--- src/sv/rcap_pkg.sv ---
package rcap_pkg;

  // register map: one 32-bit word per register
  localparam int unsigned ADDR_W = 3;
  localparam int unsigned DATA_W = 32;

  localparam logic REG_LENGTH_LIMIT = 1'b0;
  localparam logic REG_COUNT_LIMIT  = 1'b1;

  localparam logic [10:0] LENGTH_LIMIT_RST = 11'd100;
  localparam logic [15:0] COUNT_LIMIT_RST  = 16'd64;
  localparam logic [10:0] LEN_CAP          = 11'd1024;

  localparam logic [16:0] NUM_SAT = 17'h1FFFF;

  // characters of interest
  localparam logic [7:0] CH_STAR   = 8'h2A;
  localparam logic [7:0] CH_DOLLAR = 8'h24;
  localparam logic [7:0] CH_CR     = 8'h0D;
  localparam logic [7:0] CH_LF     = 8'h0A;
  localparam logic [7:0] CH_TAB    = 8'h09;
  localparam logic [7:0] CH_SPACE  = 8'h20;
  localparam logic [7:0] CH_PLUS   = 8'h2B;
  localparam logic [7:0] CH_MINUS  = 8'h2D;
  localparam logic [7:0] CH_ZERO   = 8'h30;
  localparam logic [7:0] CH_NINE   = 8'h39;

  typedef enum logic [1:0] {
    KIND_PAYLOAD   = 2'd0,
    KIND_ARG_DONE  = 2'd1,
    KIND_EMPTY_REQ = 2'd2,
    KIND_ERROR     = 2'd3
  } kind_t;

  typedef enum logic [2:0] {
    ERR_NONE       = 3'd0,
    ERR_ARR_MARKER = 3'd1,
    ERR_BULK_MARKER = 3'd2,
    ERR_BAD_LENGTH = 3'd3,
    ERR_COUNT_OVER = 3'd4,
    ERR_LINE_LONG  = 3'd5
  } err_t;

  typedef struct packed {
    logic [10:0] length_limit;
    logic [15:0] count_limit;
  } rcap_cfg_t;

  typedef struct packed {
    kind_t       kind;
    logic [7:0]  data_byte;
    logic [15:0] arg_index;
    logic [9:0]  arg_length;
    logic        last_arg;
    logic [15:0] arg_count;
    err_t        error_code;
  } rcap_result_t;

endpackage

--- src/sv/rcap_if.sv ---
interface rcap_in_if;
  logic       valid;
  logic       ready;
  logic [7:0] in_byte;

  modport source (output valid, output in_byte, input ready);
  modport sink   (input valid, input in_byte, output ready);
endinterface

interface rcap_out_if;
  logic        valid;
  logic        ready;
  logic [1:0]  kind;
  logic [7:0]  data_byte;
  logic [15:0] arg_index;
  logic [9:0]  arg_length;
  logic        last_arg;
  logic [15:0] arg_count;
  logic [2:0]  error_code;

  modport source (output valid, output kind, output data_byte, output arg_index,
                  output arg_length, output last_arg, output arg_count,
                  output error_code, input ready);
  modport sink   (input valid, input kind, input data_byte, input arg_index,
                  input arg_length, input last_arg, input arg_count,
                  input error_code, output ready);
endinterface

--- src/sv/rcap_cfg.sv ---
module rcap_cfg import rcap_pkg::*; (
  input  logic              clk,
  input  logic              rst,
  input  logic              psel,
  input  logic              penable,
  input  logic              pwrite,
  input  logic [ADDR_W-1:0] paddr,
  input  logic [DATA_W-1:0] pwdata,
  output logic [DATA_W-1:0] prdata,
  output logic              pready,
  output rcap_cfg_t         cfg
);

  logic [10:0] length_limit;
  logic [15:0] count_limit;
  logic        reg_sel;
  logic        wr_en;

  assign reg_sel = paddr[ADDR_W-1];
  assign wr_en   = psel && penable && pwrite;
  assign pready  = 1'b1;

  always_ff @(posedge clk) begin
    if (rst) begin
      length_limit <= LENGTH_LIMIT_RST;
      count_limit  <= COUNT_LIMIT_RST;
    end else if (wr_en) begin
      unique case (reg_sel)
        REG_LENGTH_LIMIT: length_limit <= pwdata[10:0];
        REG_COUNT_LIMIT:  count_limit  <= pwdata[15:0];
        default: ;
      endcase
    end
  end

  always_comb begin
    unique case (reg_sel)
      REG_LENGTH_LIMIT: prdata = {21'b0, length_limit};
      REG_COUNT_LIMIT:  prdata = {16'b0, count_limit};
      default:          prdata = '0;
    endcase
  end

  assign cfg.length_limit = length_limit;
  assign cfg.count_limit  = count_limit;

endmodule

--- src/sv/rcap_core.sv ---
module rcap_core import rcap_pkg::*; #(
  parameter int unsigned MAX_LINE = 200
) (
  input  logic         clk,
  input  logic         rst,
  rcap_in_if.sink      req,
  input  rcap_cfg_t    cfg,
  input  logic         space,
  output logic         res_valid,
  output rcap_result_t res
);

  localparam int unsigned LW = $clog2(MAX_LINE);

  typedef enum logic [2:0] {
    PH_ARR      = 3'd0,
    PH_ARR_BAD  = 3'd1,
    PH_BULK     = 3'd2,
    PH_BULK_BAD = 3'd3,
    PH_PAYLOAD  = 3'd4,
    PH_TRAILER  = 3'd5
  } phase_t;

  // input register
  logic       in_v;
  logic [7:0] b;
  logic       proc;

  phase_t      phase, phase_next;
  logic [LW-1:0] line_position, line_position_next;
  logic        prev_was_cr, prev_was_cr_next;
  logic        number_negative, number_negative_next;
  logic        number_stopped, number_stopped_next;
  logic        number_started, number_started_next;
  logic [16:0] number_value, number_value_next;
  logic [15:0] args_total, args_total_next;
  logic [15:0] args_done, args_done_next;
  logic [9:0]  bytes_left, bytes_left_next;
  logic [1:0]  trailer_left, trailer_left_next;

  logic        do_resync;
  logic [LW:0] lp_inc;
  logic        line_end_hit;
  logic [10:0] lim;
  logic        nonpos;
  logic        last;
  logic        digit;
  logic        ws;
  logic        sgn;
  logic [20:0] prod;

  assign proc      = in_v && space;
  assign req.ready = !in_v || space;

  always_ff @(posedge clk) begin
    if (rst) begin
      in_v <= 1'b0;
    end else if (req.valid && req.ready) begin
      in_v <= 1'b1;
    end else if (proc) begin
      in_v <= 1'b0;
    end
  end

  always_ff @(posedge clk) begin
    if (req.valid && req.ready) begin
      b <= req.in_byte;
    end
  end

  always_comb begin
    phase_next           = phase;
    line_position_next   = line_position;
    prev_was_cr_next     = prev_was_cr;
    number_negative_next = number_negative;
    number_stopped_next  = number_stopped;
    number_started_next  = number_started;
    number_value_next    = number_value;
    args_total_next      = args_total;
    args_done_next       = args_done;
    bytes_left_next      = bytes_left;
    trailer_left_next    = trailer_left;
    res_valid            = 1'b0;
    res                  = '0;
    do_resync            = 1'b0;

    lp_inc       = {1'b0, line_position} + {{LW{1'b0}}, 1'b1};
    line_end_hit = (line_position != '0) && prev_was_cr && (b == CH_LF);
    lim          = (cfg.length_limit > LEN_CAP) ? LEN_CAP : cfg.length_limit;
    nonpos       = number_negative || (number_value == '0);
    last         = ({1'b0, args_done} + 17'd1) >= {1'b0, args_total};
    digit        = (b >= CH_ZERO) && (b <= CH_NINE);
    ws           = (b == CH_SPACE) || ((b >= CH_TAB) && (b <= CH_CR));
    sgn          = (b == CH_PLUS) || (b == CH_MINUS);
    prod         = ({4'b0, number_value} << 3) + ({4'b0, number_value} << 1)
                   + {17'b0, b[3:0]};

    if (proc) begin
      unique case (phase)
        PH_PAYLOAD: begin
          res_valid      = 1'b1;
          res.kind       = KIND_PAYLOAD;
          res.data_byte  = b;
          res.arg_index  = args_done;
          res.arg_length = number_value[9:0];
          res.arg_count  = args_total;
          if (bytes_left <= 10'd1) begin
            bytes_left_next   = '0;
            phase_next        = PH_TRAILER;
            trailer_left_next = 2'd2;
          end else begin
            bytes_left_next = bytes_left - 10'd1;
          end
        end
        PH_TRAILER: begin
          if (trailer_left > 2'd1) begin
            trailer_left_next = trailer_left - 2'd1;
          end else begin
            res_valid         = 1'b1;
            res.kind          = KIND_ARG_DONE;
            res.arg_index     = args_done;
            res.arg_length    = number_value[9:0];
            res.last_arg      = last;
            res.arg_count     = args_total;
            trailer_left_next = '0;
            if (last) begin
              do_resync = 1'b1;
            end else begin
              args_done_next       = args_done + 16'd1;
              phase_next           = PH_BULK;
              number_value_next    = '0;
              line_position_next   = '0;
              prev_was_cr_next     = 1'b0;
              number_negative_next = 1'b0;
              number_stopped_next  = 1'b0;
              number_started_next  = 1'b0;
            end
          end
        end
        PH_ARR, PH_ARR_BAD, PH_BULK, PH_BULK_BAD: begin
          if (line_end_hit) begin
            res.arg_index = args_done;
            res.arg_count = args_total;
            if (phase == PH_ARR_BAD) begin
              res_valid      = 1'b1;
              res.kind       = KIND_ERROR;
              res.error_code = ERR_ARR_MARKER;
              do_resync      = 1'b1;
            end else if (phase == PH_BULK_BAD) begin
              res_valid      = 1'b1;
              res.kind       = KIND_ERROR;
              res.error_code = ERR_BULK_MARKER;
              do_resync      = 1'b1;
            end else if (phase == PH_ARR) begin
              if (nonpos) begin
                res_valid = 1'b1;
                res       = '0;
                res.kind  = KIND_EMPTY_REQ;
                do_resync = 1'b1;
              end else if (number_value > {1'b0, cfg.count_limit}) begin
                res_valid      = 1'b1;
                res.kind       = KIND_ERROR;
                res.error_code = ERR_COUNT_OVER;
                do_resync      = 1'b1;
              end else begin
                args_total_next      = number_value[15:0];
                args_done_next       = '0;
                phase_next           = PH_BULK;
                number_value_next    = '0;
                line_position_next   = '0;
                prev_was_cr_next     = 1'b0;
                number_negative_next = 1'b0;
                number_stopped_next  = 1'b0;
                number_started_next  = 1'b0;
              end
            end else begin
              if ((number_negative && (number_value != '0))
                  || (number_value >= {6'b0, lim})) begin
                res_valid      = 1'b1;
                res.kind       = KIND_ERROR;
                res.error_code = ERR_BAD_LENGTH;
                do_resync      = 1'b1;
              end else begin
                line_position_next   = '0;
                prev_was_cr_next     = 1'b0;
                number_negative_next = 1'b0;
                number_stopped_next  = 1'b0;
                number_started_next  = 1'b0;
                bytes_left_next      = number_value[9:0];
                if (number_value == '0) begin
                  phase_next        = PH_TRAILER;
                  trailer_left_next = 2'd2;
                end else begin
                  phase_next = PH_PAYLOAD;
                end
              end
            end
          end else begin
            if (line_position == '0) begin
              // marker byte opens a line
              number_value_next    = '0;
              number_negative_next = 1'b0;
              number_stopped_next  = 1'b0;
              number_started_next  = 1'b0;
              if (phase == PH_ARR || phase == PH_ARR_BAD) begin
                phase_next = (b == CH_STAR) ? PH_ARR : PH_ARR_BAD;
              end else begin
                phase_next = (b == CH_DOLLAR) ? PH_BULK : PH_BULK_BAD;
              end
            end else if (!number_stopped) begin
              // atoi-style number: whitespace, sign, then digits
              if (number_started || !(ws || sgn)) begin
                number_started_next = 1'b1;
                if (digit) begin
                  number_value_next = (prod > {4'b0, NUM_SAT}) ? NUM_SAT : prod[16:0];
                end else begin
                  number_stopped_next = 1'b1;
                end
              end else if (sgn) begin
                number_started_next  = 1'b1;
                number_negative_next = (b == CH_MINUS);
              end
            end
            prev_was_cr_next   = (b == CH_CR);
            line_position_next = lp_inc[LW-1:0];
            if (lp_inc >= (LW+1)'(MAX_LINE - 1)) begin
              res_valid      = 1'b1;
              res.kind       = KIND_ERROR;
              res.arg_index  = args_done;
              res.arg_count  = args_total;
              res.error_code = ERR_LINE_LONG;
              do_resync      = 1'b1;
            end
          end
        end
        default: do_resync = 1'b1;
      endcase
    end

    if (do_resync) begin
      phase_next           = PH_ARR;
      args_total_next      = '0;
      args_done_next       = '0;
      bytes_left_next      = '0;
      trailer_left_next    = '0;
      number_value_next    = '0;
      line_position_next   = '0;
      prev_was_cr_next     = 1'b0;
      number_negative_next = 1'b0;
      number_stopped_next  = 1'b0;
      number_started_next  = 1'b0;
    end
  end

  always_ff @(posedge clk) begin
    if (rst) begin
      phase           <= PH_ARR;
      line_position   <= '0;
      prev_was_cr     <= 1'b0;
      number_negative <= 1'b0;
      number_stopped  <= 1'b0;
      number_started  <= 1'b0;
      number_value    <= '0;
      args_total      <= '0;
      args_done       <= '0;
      bytes_left      <= '0;
      trailer_left    <= '0;
    end else if (proc) begin
      phase           <= phase_next;
      line_position   <= line_position_next;
      prev_was_cr     <= prev_was_cr_next;
      number_negative <= number_negative_next;
      number_stopped  <= number_stopped_next;
      number_started  <= number_started_next;
      number_value    <= number_value_next;
      args_total      <= args_total_next;
      args_done       <= args_done_next;
      bytes_left      <= bytes_left_next;
      trailer_left    <= trailer_left_next;
    end
  end

  a_payload_has_bytes: assert property (@(posedge clk) disable iff (rst)
    (phase == PH_PAYLOAD) |-> (bytes_left != '0))
    else $error("payload phase with no bytes left");

  a_trailer_pending: assert property (@(posedge clk) disable iff (rst)
    (phase == PH_TRAILER) |-> (trailer_left != '0))
    else $error("trailer phase with no trailer bytes left");

  a_arg_in_range: assert property (@(posedge clk) disable iff (rst)
    (phase == PH_PAYLOAD || phase == PH_TRAILER || phase == PH_BULK)
      |-> (args_done < args_total))
    else $error("argument index beyond declared count");

  a_error_resyncs: assert property (@(posedge clk) disable iff (rst)
    (res_valid && res.kind == KIND_ERROR)
      |=> (phase == PH_ARR && line_position == '0 && args_total == '0))
    else $error("error not followed by resync");

endmodule

--- src/sv/rcap_outq.sv ---
module rcap_outq import rcap_pkg::*; (
  input  logic         clk,
  input  logic         rst,
  input  logic         push,
  input  rcap_result_t push_data,
  output logic         space,
  rcap_out_if.source   rsp
);

  rcap_result_t slot [2];
  logic         wr_ptr;
  logic         rd_ptr;
  logic [1:0]   count;
  logic         pop;
  rcap_result_t head;

  assign pop   = rsp.valid && rsp.ready;
  assign space = (count != 2'd2);

  always_ff @(posedge clk) begin
    if (rst) begin
      wr_ptr <= 1'b0;
      rd_ptr <= 1'b0;
      count  <= '0;
    end else begin
      if (push) wr_ptr <= ~wr_ptr;
      if (pop)  rd_ptr <= ~rd_ptr;
      case ({push, pop})
        2'b10:   count <= count + 2'd1;
        2'b01:   count <= count - 2'd1;
        default: count <= count;
      endcase
    end
  end

  always_ff @(posedge clk) begin
    if (push) begin
      slot[wr_ptr] <= push_data;
    end
  end

  assign head           = slot[rd_ptr];
  assign rsp.valid      = (count != '0);
  assign rsp.kind       = head.kind;
  assign rsp.data_byte  = head.data_byte;
  assign rsp.arg_index  = head.arg_index;
  assign rsp.arg_length = head.arg_length;
  assign rsp.last_arg   = head.last_arg;
  assign rsp.arg_count  = head.arg_count;
  assign rsp.error_code = head.error_code;

endmodule

--- src/sv/resp_command_array_parser.sv ---
// a byte taken on the request channel passes the input register, then the
// combinational parse step into a slot of the output queue
// throughput: one byte per cycle while the output queue has room; the two-entry
// output queue parts the input and output handshakes
// reset: synchronous rst clears all parser state and the queue; the limits
// return to 100 (length) and 64 (count)
module resp_command_array_parser import rcap_pkg::*; #(
  parameter int unsigned MAX_LINE = 200
) (
  input  logic              clk,
  input  logic              rst,
  rcap_in_if.sink           req,
  rcap_out_if.source        rsp,
  input  logic              psel,
  input  logic              penable,
  input  logic              pwrite,
  input  logic [ADDR_W-1:0] paddr,
  input  logic [DATA_W-1:0] pwdata,
  output logic [DATA_W-1:0] prdata,
  output logic              pready
);

  // limits seen by the parser
  rcap_cfg_t    cfg;

  // parser to output queue
  logic         space;
  logic         res_valid;
  rcap_result_t res;

  // register block, APB-style writes and reads
  rcap_cfg u_cfg (
    .clk     (clk),
    .rst     (rst),
    .psel    (psel),
    .penable (penable),
    .pwrite  (pwrite),
    .paddr   (paddr),
    .pwdata  (pwdata),
    .prdata  (prdata),
    .pready  (pready),
    .cfg     (cfg)
  );

  // captures one byte a cycle while the output queue has room and runs the header/payload/trailer parse
  rcap_core #(
    .MAX_LINE (MAX_LINE)
  ) u_core (
    .clk       (clk),
    .rst       (rst),
    .req       (req),
    .cfg       (cfg),
    .space     (space),
    .res_valid (res_valid),
    .res       (res)
  );

  // two-entry skid queue holding results until the sink takes the transaction
  rcap_outq u_outq (
    .clk       (clk),
    .rst       (rst),
    .push      (res_valid),
    .push_data (res),
    .space     (space),
    .rsp       (rsp)
  );

endmodule

--- src/flat_wrapper.sv ---
// flat-port wrapper written by rule: the top's interface ports become plain ports
module resp_command_array_parser_flat import rcap_pkg::*;
#(
  parameter int unsigned MAX_LINE = 200
)
  (clk, rst, psel, penable, pwrite, paddr, pwdata, prdata, pready, req_valid, req_in_byte, req_ready, rsp_valid, rsp_kind, rsp_data_byte, rsp_arg_index, rsp_arg_length, rsp_last_arg, rsp_arg_count, rsp_error_code, rsp_ready);
  rcap_in_if req_i ();
  rcap_out_if rsp_i ();
  input  logic clk;
  input  logic rst;
  input  logic psel;
  input  logic penable;
  input  logic pwrite;
  input  logic [ADDR_W-1:0] paddr;
  input  logic [DATA_W-1:0] pwdata;
  output logic [DATA_W-1:0] prdata;
  output logic pready;
  input wire logic [$bits(req_i.valid)-1:0] req_valid;
  input wire logic [$bits(req_i.in_byte)-1:0] req_in_byte;
  output wire logic [$bits(req_i.ready)-1:0] req_ready;
  output wire logic [$bits(rsp_i.valid)-1:0] rsp_valid;
  output wire logic [$bits(rsp_i.kind)-1:0] rsp_kind;
  output wire logic [$bits(rsp_i.data_byte)-1:0] rsp_data_byte;
  output wire logic [$bits(rsp_i.arg_index)-1:0] rsp_arg_index;
  output wire logic [$bits(rsp_i.arg_length)-1:0] rsp_arg_length;
  output wire logic [$bits(rsp_i.last_arg)-1:0] rsp_last_arg;
  output wire logic [$bits(rsp_i.arg_count)-1:0] rsp_arg_count;
  output wire logic [$bits(rsp_i.error_code)-1:0] rsp_error_code;
  input wire logic [$bits(rsp_i.ready)-1:0] rsp_ready;
  assign req_i.valid = req_valid;
  assign req_i.in_byte = req_in_byte;
  assign req_ready = req_i.ready;
  assign rsp_valid = rsp_i.valid;
  assign rsp_kind = rsp_i.kind;
  assign rsp_data_byte = rsp_i.data_byte;
  assign rsp_arg_index = rsp_i.arg_index;
  assign rsp_arg_length = rsp_i.arg_length;
  assign rsp_last_arg = rsp_i.last_arg;
  assign rsp_arg_count = rsp_i.arg_count;
  assign rsp_error_code = rsp_i.error_code;
  assign rsp_i.ready = rsp_ready;
  resp_command_array_parser #(.MAX_LINE(MAX_LINE)) u_core (.clk(clk), .rst(rst), .req(req_i), .rsp(rsp_i), .psel(psel), .penable(penable), .pwrite(pwrite), .paddr(paddr), .pwdata(pwdata), .prdata(prdata), .pready(pready));
endmodule
--- config.mk ---
export PLATFORM = sky130hd
export DESIGN_NAME = resp_command_array_parser_flat
export DESIGN_NICKNAME = d
export VERILOG_FILES = /design/src/sv/rcap_pkg.sv /design/src/sv/rcap_if.sv /design/src/sv/rcap_cfg.sv /design/src/sv/rcap_core.sv /design/src/sv/rcap_outq.sv /design/src/sv/resp_command_array_parser.sv /design/src/flat_wrapper.sv
export SDC_FILE = /design/constraint.sdc
export NUM_CORES = 1
export LEC_CHECK = 0
export BUFFER_PORTS_ARGS = -buffer_cell sky130_fd_sc_hd__buf_2
export CAP_MARGIN = 20
export CELL_PAD_IN_SITES_DETAIL_PLACEMENT = 1
export CELL_PAD_IN_SITES_GLOBAL_PLACEMENT = 1
export CORE_ASPECT_RATIO = 0.7
export CORE_UTILIZATION = 24
export CTS_CLUSTER_DIAMETER = 60
export DETAILED_ROUTE_END_ITERATION = 7
export GPL_TIMING_DRIVEN = 0
export PLACE_DENSITY = 0.52
export SYNTH_ARGS = -nofsm -noshare
export SYNTH_HDL_FRONTEND = slang
export SYNTH_SLANG_ARGS = --single-unit
--- constraint.sdc ---
create_clock -name clk -period 5.7 [get_ports clk]
set_input_delay 0.285 -clock clk [delete_from_list [all_inputs] [get_ports clk]]
set_output_delay 0.285 -clock clk [all_outputs]
set_load 0.005 [all_outputs]
Word-level counts from Yosys, hierarchy flattened
Memories as Yosys holds them, arrays and structs flattened. A register that Yosys moved wholly into a read port is not among the register bits.
Index checks and enable logic that the tools add are counted.

cells by class
  add/sub/neg operators = 9
  $mul = 0
  div/mod/pow operators = 0
  magnitude comparators = 12
  equal/unequal tests = 46
  shift operators = 0
  muxes and demuxes = 168
  bitwise operators = 3
  reduce and logical (&&, ||, !) cells = 46

operators by type and width
  cell                  number
  $mux W16              19
  $mux W17              14
  $mux W51              3
  $mux W8               11
  $mux W43              2
  $pmux W26 S3          1
  $mux W10              7
  $pmux W32 S2          1
  $mux W56              1
  $mux W3               18
  $mux W1               51
  $pmux W16 S3          1
  $eq A8 B6 Y1 const B  5
  $ne A5 B5 Y1 const B  8
  $mux W19              2
  $mux W2               19
  $ne A3 B3 Y1 const B  12
  $pmux W17 S2          1
  $pmux W16 S2          1
  $pmux W8 S2           2
  $ne A4 B4 Y1 const B  6
  $reduce_and A12 Y1    2
  $mux W11              2
  $reduce_and A11 Y1    2
  other kinds (52)      93

storage, ports and cells
  register bits after elaboration = 116
  bits in latches = 0
  bits in writable memories = 112
  memory bits (read-only) = 0
  input bits = 50
  output and inout port bits = 91
  word-level logic and storage cells = 303
  memories = 1

memories
  name                words  bits a word  rd ports  clocked after memory_dff  wr ports  line             RTL
  u_core.u_outq.slot  2      56           1         1                         1         rcap_outq.sv:10  rcap_result_t slot [2];

Logic depth before layout (Yosys ltp)
  depth after elaboration = 13
  gate-level depth with buffers = 20
  depth with buffers taken out = 16

Modules after synthesis
Synthesis repeated with hierarchy kept, for this count alone.

second synthesis, totals
  cell total of the unflattened synthesis = 1288
  area total of the unflattened synthesis = 13240.2 µm²

by module, submodules not included
  module     times used  cells an instance  area an instance (µm²)  seq. area each (µm²)
  rcap_core  1           943                7503.4                  1781.7
  rcap_outq  1           197                4247.8                  3463.3
  rcap_cfg   1           148                1488.9                  540.5

Worst setup path after synthesis
No wires, ideal clock.

  path kind = register -> register
  start point = reg u_core.u_core.number_value[3]
  end point = mem u_core.u_outq.slot[1][0] (netlist name), enable pin
  setup time = 0.478 ns
  data arrival time = 4.707 ns
  data required time = 5.222 ns
  path slack = 0.515 ns
  cell stages (with the launch flop) = 10
  path buffers = 0
  clock period less this slack = 5.185 ns
  cells stage by stage = dfxtp_1 ha_1 nand3_1 o21bai_1 and4_1 o32a_1 or2_2 a32oi_1 a21oi_1 nor2b_1

between the ends
  word-level cells in the longest chain between the ends = 12
  elaborated cells between the ends (all ways) = 18
  classes of those cells = order compare (2); mux (11); reduce/logical (5)

ends and longest elaborated chain
  what                                                    line              RTL
  start, declared                                         rcap_core.sv:35   logic [16:0] number_value, number_value_next;
  start signal, assigned                                  rcap_core.sv:275  number_value <= number_value_next;
  branches (longest 4 deep; another with $gt A17 B16 Y1)  -
  $mux W1 *                                               rcap_core.sv:154  end else if (phase == PH_ARR) begin
  $mux W1 *                                               rcap_core.sv:149  end else if (phase == PH_BULK_BAD) begin
  $mux W1 *                                               rcap_core.sv:144  if (phase == PH_ARR_BAD) begin
  $mux W1 *                                               rcap_core.sv:141  if (line_end_hit) begin
  $pmux W1 S3 *                                           rcap_core.sv:99   unique case (phase)
  $mux W1 *                                               rcap_core.sv:98   if (proc) begin
  $mux W1 *                                               rcap_outq.sv:37   if (push) begin
  $mux W1 (not written as such) *                         rcap_outq.sv:38   slot[wr_ptr] <= push_data;
  end, declared                                           rcap_outq.sv:10

Mark *: on every way between the ends.

Worst setup path after layout
  start point = reg u_core.u_core.args_done[2]
  end point = reg u_core.u_core.bytes_left[5]

between the ends
  word-level cells in the longest chain between the ends = 8
  elaborated cells between the ends (all ways) = 14
  classes of those cells = add/sub (1); order compare (1); eq/ne (5); mux (5); reduce/logical (2)

ends and longest elaborated chain
  what                                                                 line              RTL
  start, declared                                                      rcap_core.sv:37   logic [15:0] args_done, args_done_next;
  start signal, assigned                                               rcap_core.sv:277  args_done <= args_done_next;
  $add A16 B1 Y17 *                                                    rcap_core.sv:91   last = ({1'b0, args_done} + 17'd1) >= {1'b0, args_total};
  $ge A17 B16 Y1 *                                                     rcap_core.sv:91
  $mux W1 *                                                            rcap_core.sv:126  if (last) begin
  $mux W1 *                                                            rcap_core.sv:116  if (trailer_left > 2'd1) begin
  $pmux W1 S3 *                                                        rcap_core.sv:99
  $mux W1 *                                                            rcap_core.sv:98
  $ne A3 B3 Y1 (no source line) or $reduce_bool A3 Y1 (tied branches)  -
  $reduce_and A7 Y1 (no source line)                                   -
  end signal, assigned                                                 rcap_core.sv:278  bytes_left <= bytes_left_next;
  end, declared                                                        rcap_core.sv:38   logic [9:0] bytes_left, bytes_left_next;

Every way passes the cells marked *; elsewhere a longest branch is shown, timed or not.
A chain may end at the register's enable or synchronous reset.

==> metrics <==
status=finished, final reports clean; Layout Skew=12.8 ps; ranking of synthesized cells by area=edfxtp_1 (29%), dfxtp_1 (17%), ha_1 (8.3%); die area=53300 um^2; Routed Antenna Nets=0; Critical Path AT=5870 ps; max cap viols=0; antenna violations before repair=0; Synth Warn #=0; layout cell share with drive strength beyond 1=0.189; first-pass GRT wire length=61500 um; RSZ-0062 raised after global routing=no; Post-synth EDFFs=120; DRT iter0 DRCs=503; root buffer cell=clkbuf_16; fill count=5869; Fmax=186 MHz; Sequential Area=5790 um^2; mux contribution to synthesized area=0.0719; Min-Delay Path Class=input pin to flip-flop; Post-Route WL=39500 um; Sink Count=229; die boundary height=193 um; Final HPWL DP=29900 um; largest net degree at the start of global routing=28; Final WS setup=318 ps; n_diodes=0; Synth Area in Compound Gates=0.142; Yosys reg bits=229; post-CTS setup buffer count=0; minimum clock period=5380 ps; TritonCTS clock tree=done; pre-CTS WS=495 ps; FF-to-FF path depth=18; CP max-delay cell=nor3_1; TritonCTS Buffers=27; sequential-to-total area share from yosys stat=0.460; DIE WIDTH=276 um; Crit path required time=6180 ps; final hold vios=0; CTS Buffer Depth=3; vias per inst=4.73; RePlAce Congestion=0.901; period utilization=0.944; vias in the first global route=10400; commonest non-fill, non-tap cell in the layout=edfxtp_1; Clock Pin Slew Worst Setup and Hold Paths=60 ps; Via Count=9999; crit path kind=flip-flop to flip-flop; post-CTS resize count=0; IO Count=141; leakage power=5.86 nW; Slew @ Worst Pin=966 ps; # rows=69; Syn Inst Count=1241; Mapped Avg Cell Area=10.1 um^2; wire per inst=18.7 um; Syn-to-layout area delta=21.5%; Starting Density=0.246; ys async rst share=0; Max-slew headroom=0.356; Simple-Gate Fraction of Synth Area=0.172; leading area contributor after synthesis=edfxtp_1; pwr dens=246 nW/um^2; area of the mapped netlist=12600 um^2; port bufs=105; combinational family with the most area after synthesis=simple AND/OR/NAND/NOR gates; Max rail drop VDD=180 uV; Nets=1554; Top FF cell, synth=edfxtp_1; top cell type's share of synthesized area=0.287; distinct cell type count of the synthesized netlist=77; H-Tree Depth=1; clk_lat worst skew=560 ps; gr ovfl total=0; multi-input logic area=6290 um^2; xor/xnor share of the synthesized area=0.0230; # setup viols final=0; adder-cell share of the synthesized area=0.0858; worst-path cell chain=clkbuf_1 -> nand3_1 -> nor2_1 -> and3_1 -> clkbuf_1 -> nand3_1 -> nor2_1 -> xor2_1 -> ha_1 -> o21a_1 -> a221oi_1 -> nor2_1 -> nor3_1 -> o31ai_1 -> a21oi_1 -> clkbuf_1 -> o21ai_0 -> a21oi_1; DR pass1 iterations=5; Worst Path Max Fanout=10; fin. max-slew vios=0; Tot Pwr=3.77 mW; Worst Setup End Kind=flip-flop; Max stage delay on crit path=740 ps; DRC=0; total track usage=0.148; Hold Path Depth=4; Core ar.=51200 um^2; commonest cells after routing, fill and taps aside=edfxtp_1 (120), nand2_1 (115), dfxtp_1 (109); startpoint types=flip-flop
[flip-flops by register name, summed over array words and instances, names as in the netlist, 2 cells and up, named ones only]
| name | flops |
|---|---|
| u_core.u_outq.slot | 112 |
| u_core.u_core.number_value | 17 |
| u_core.u_cfg.count_limit | 16 |
| u_core.u_core.args_done | 16 |
| u_core.u_core.args_total | 16 |
| u_core.u_cfg.length_limit | 11 |
| u_core.u_core.bytes_left | 10 |
| u_core.u_core.b | 8 |
| u_core.u_core.line_position | 8 |
| u_core.u_core.phase | 3 |
| u_core.u_core.trailer_left | 2 |
| u_core.u_outq.count | 2 |
[synth_stat cells, drive strengths merged (11+ instances only)]
cell and n:
nor4 11, nand2 116, xnor2 20, a31oi 11, a21o 16, nor2b 11
inv 53, mux2i 16, clkbuf 49, and2 55, dfxtp 109, xor2 13
nor3 33, mux2 66, nor2 109, nand3 29, o2bb2ai 19, edfxtp 120
buf 23, o21ai 40, a21oi 81, ha 83
[kinds of logic (layout without fill, tap and decap cells)]
family                   after synthesis  after routing
AND/OR/NAND/NOR                      436            436
AO/OA/AOI/OAI                        249            249
flip-flops                           229            229
buffers and inverters                125            309
adder cells (fa/ha/maj)               85             85
multiplexers                          82             82
XOR/XNOR                              33             33
other                                  2             17
[cell type report]
cell class / count / share of cell area
Clock inverter: 20 / 0.0164
Clock buffer: 30 / 0.0450
Tap cell: 674 / 0.0552
Timing Repair Buffer: 134 / 0.0560
Multi-Input combinational cell: 902 / 0.412
Buffer: 72 / 0.0238
Inverter: 53 / 0.0130
Sequential cell: 229 / 0.379
[what timing repair did]
item | CTS | global route
endpoints found under the setup margin | 0 | 0
hold endpoints to repair | 36 | 0
hold buffers | 25 | 0
[critical path: cells and delay by family, from the launching register on]
kind                     cells  cell delay, ps
AO/OA/AOI/OAI                6            1440
flip-flops                   1             300
AND/OR/NAND/NOR              7            1990
buffers and inverters        3             980
adder cells (fa/ha/maj)      1             310
XOR/XNOR                     1             280
[routing by layer]
layer	up-vias	track usage	part of all wire
met2	169	0.224	0.43
met3	37	0.0269	0.041
met4	0	0.0260	0.015
met5	-	0	0
li1	4854	-	-
met1	4939	0.219	0.51
[per-stage QoR]
| stage | std cells | setup TNS (ps) | area (um^2) | hold WS (ps) | util |
|---|---|---|---|---|---|
| after global placement | 2035 | -228000 | 14000 | 444 | 0.273 |
| after detailed placement | 2039 | 0 | 14100 | 451 | 0.275 |
| after CTS | 2114 | 0 | 15300 | 71.6 | 0.298 |
| after global routing | 2114 | 0 | 15300 | 121 | 0.298 |
| final | 2114 | 0 | 15300 | 94.9 | 0.298 |
| after floorplan | 1256 | 0 | 12600 | 384 | - |
[path summary, 6_finish.rpt]
check                                       end  slack [ps]                          from
setup / recovery    u_core.u_core.bytes_left[5]         320    u_core.u_core.args_done[2]
hold / removal    u_core.u_cfg.length_limit[10]          90                      paddr[2]
setup reg to reg    u_core.u_core.bytes_left[5]         320    u_core.u_core.args_done[2]
hold reg to reg    u_core.u_cfg.count_limit[15]         460  u_core.u_cfg.count_limit[15]
[power breakdown]
group / internal, mW / leakage (nW) / switching [mW] / total, mW
registers: 1.73 / 1.86 / 0.0166 / 1.75
clock network: 1.10 / 0.453 / 0.738 / 1.84
logic: 0.0704 / 3.55 / 0.105 / 0.176
total: 2.90 / 5.86 / 0.860 / 3.77
Note: power is estimated with default switching activity, not from simulation.
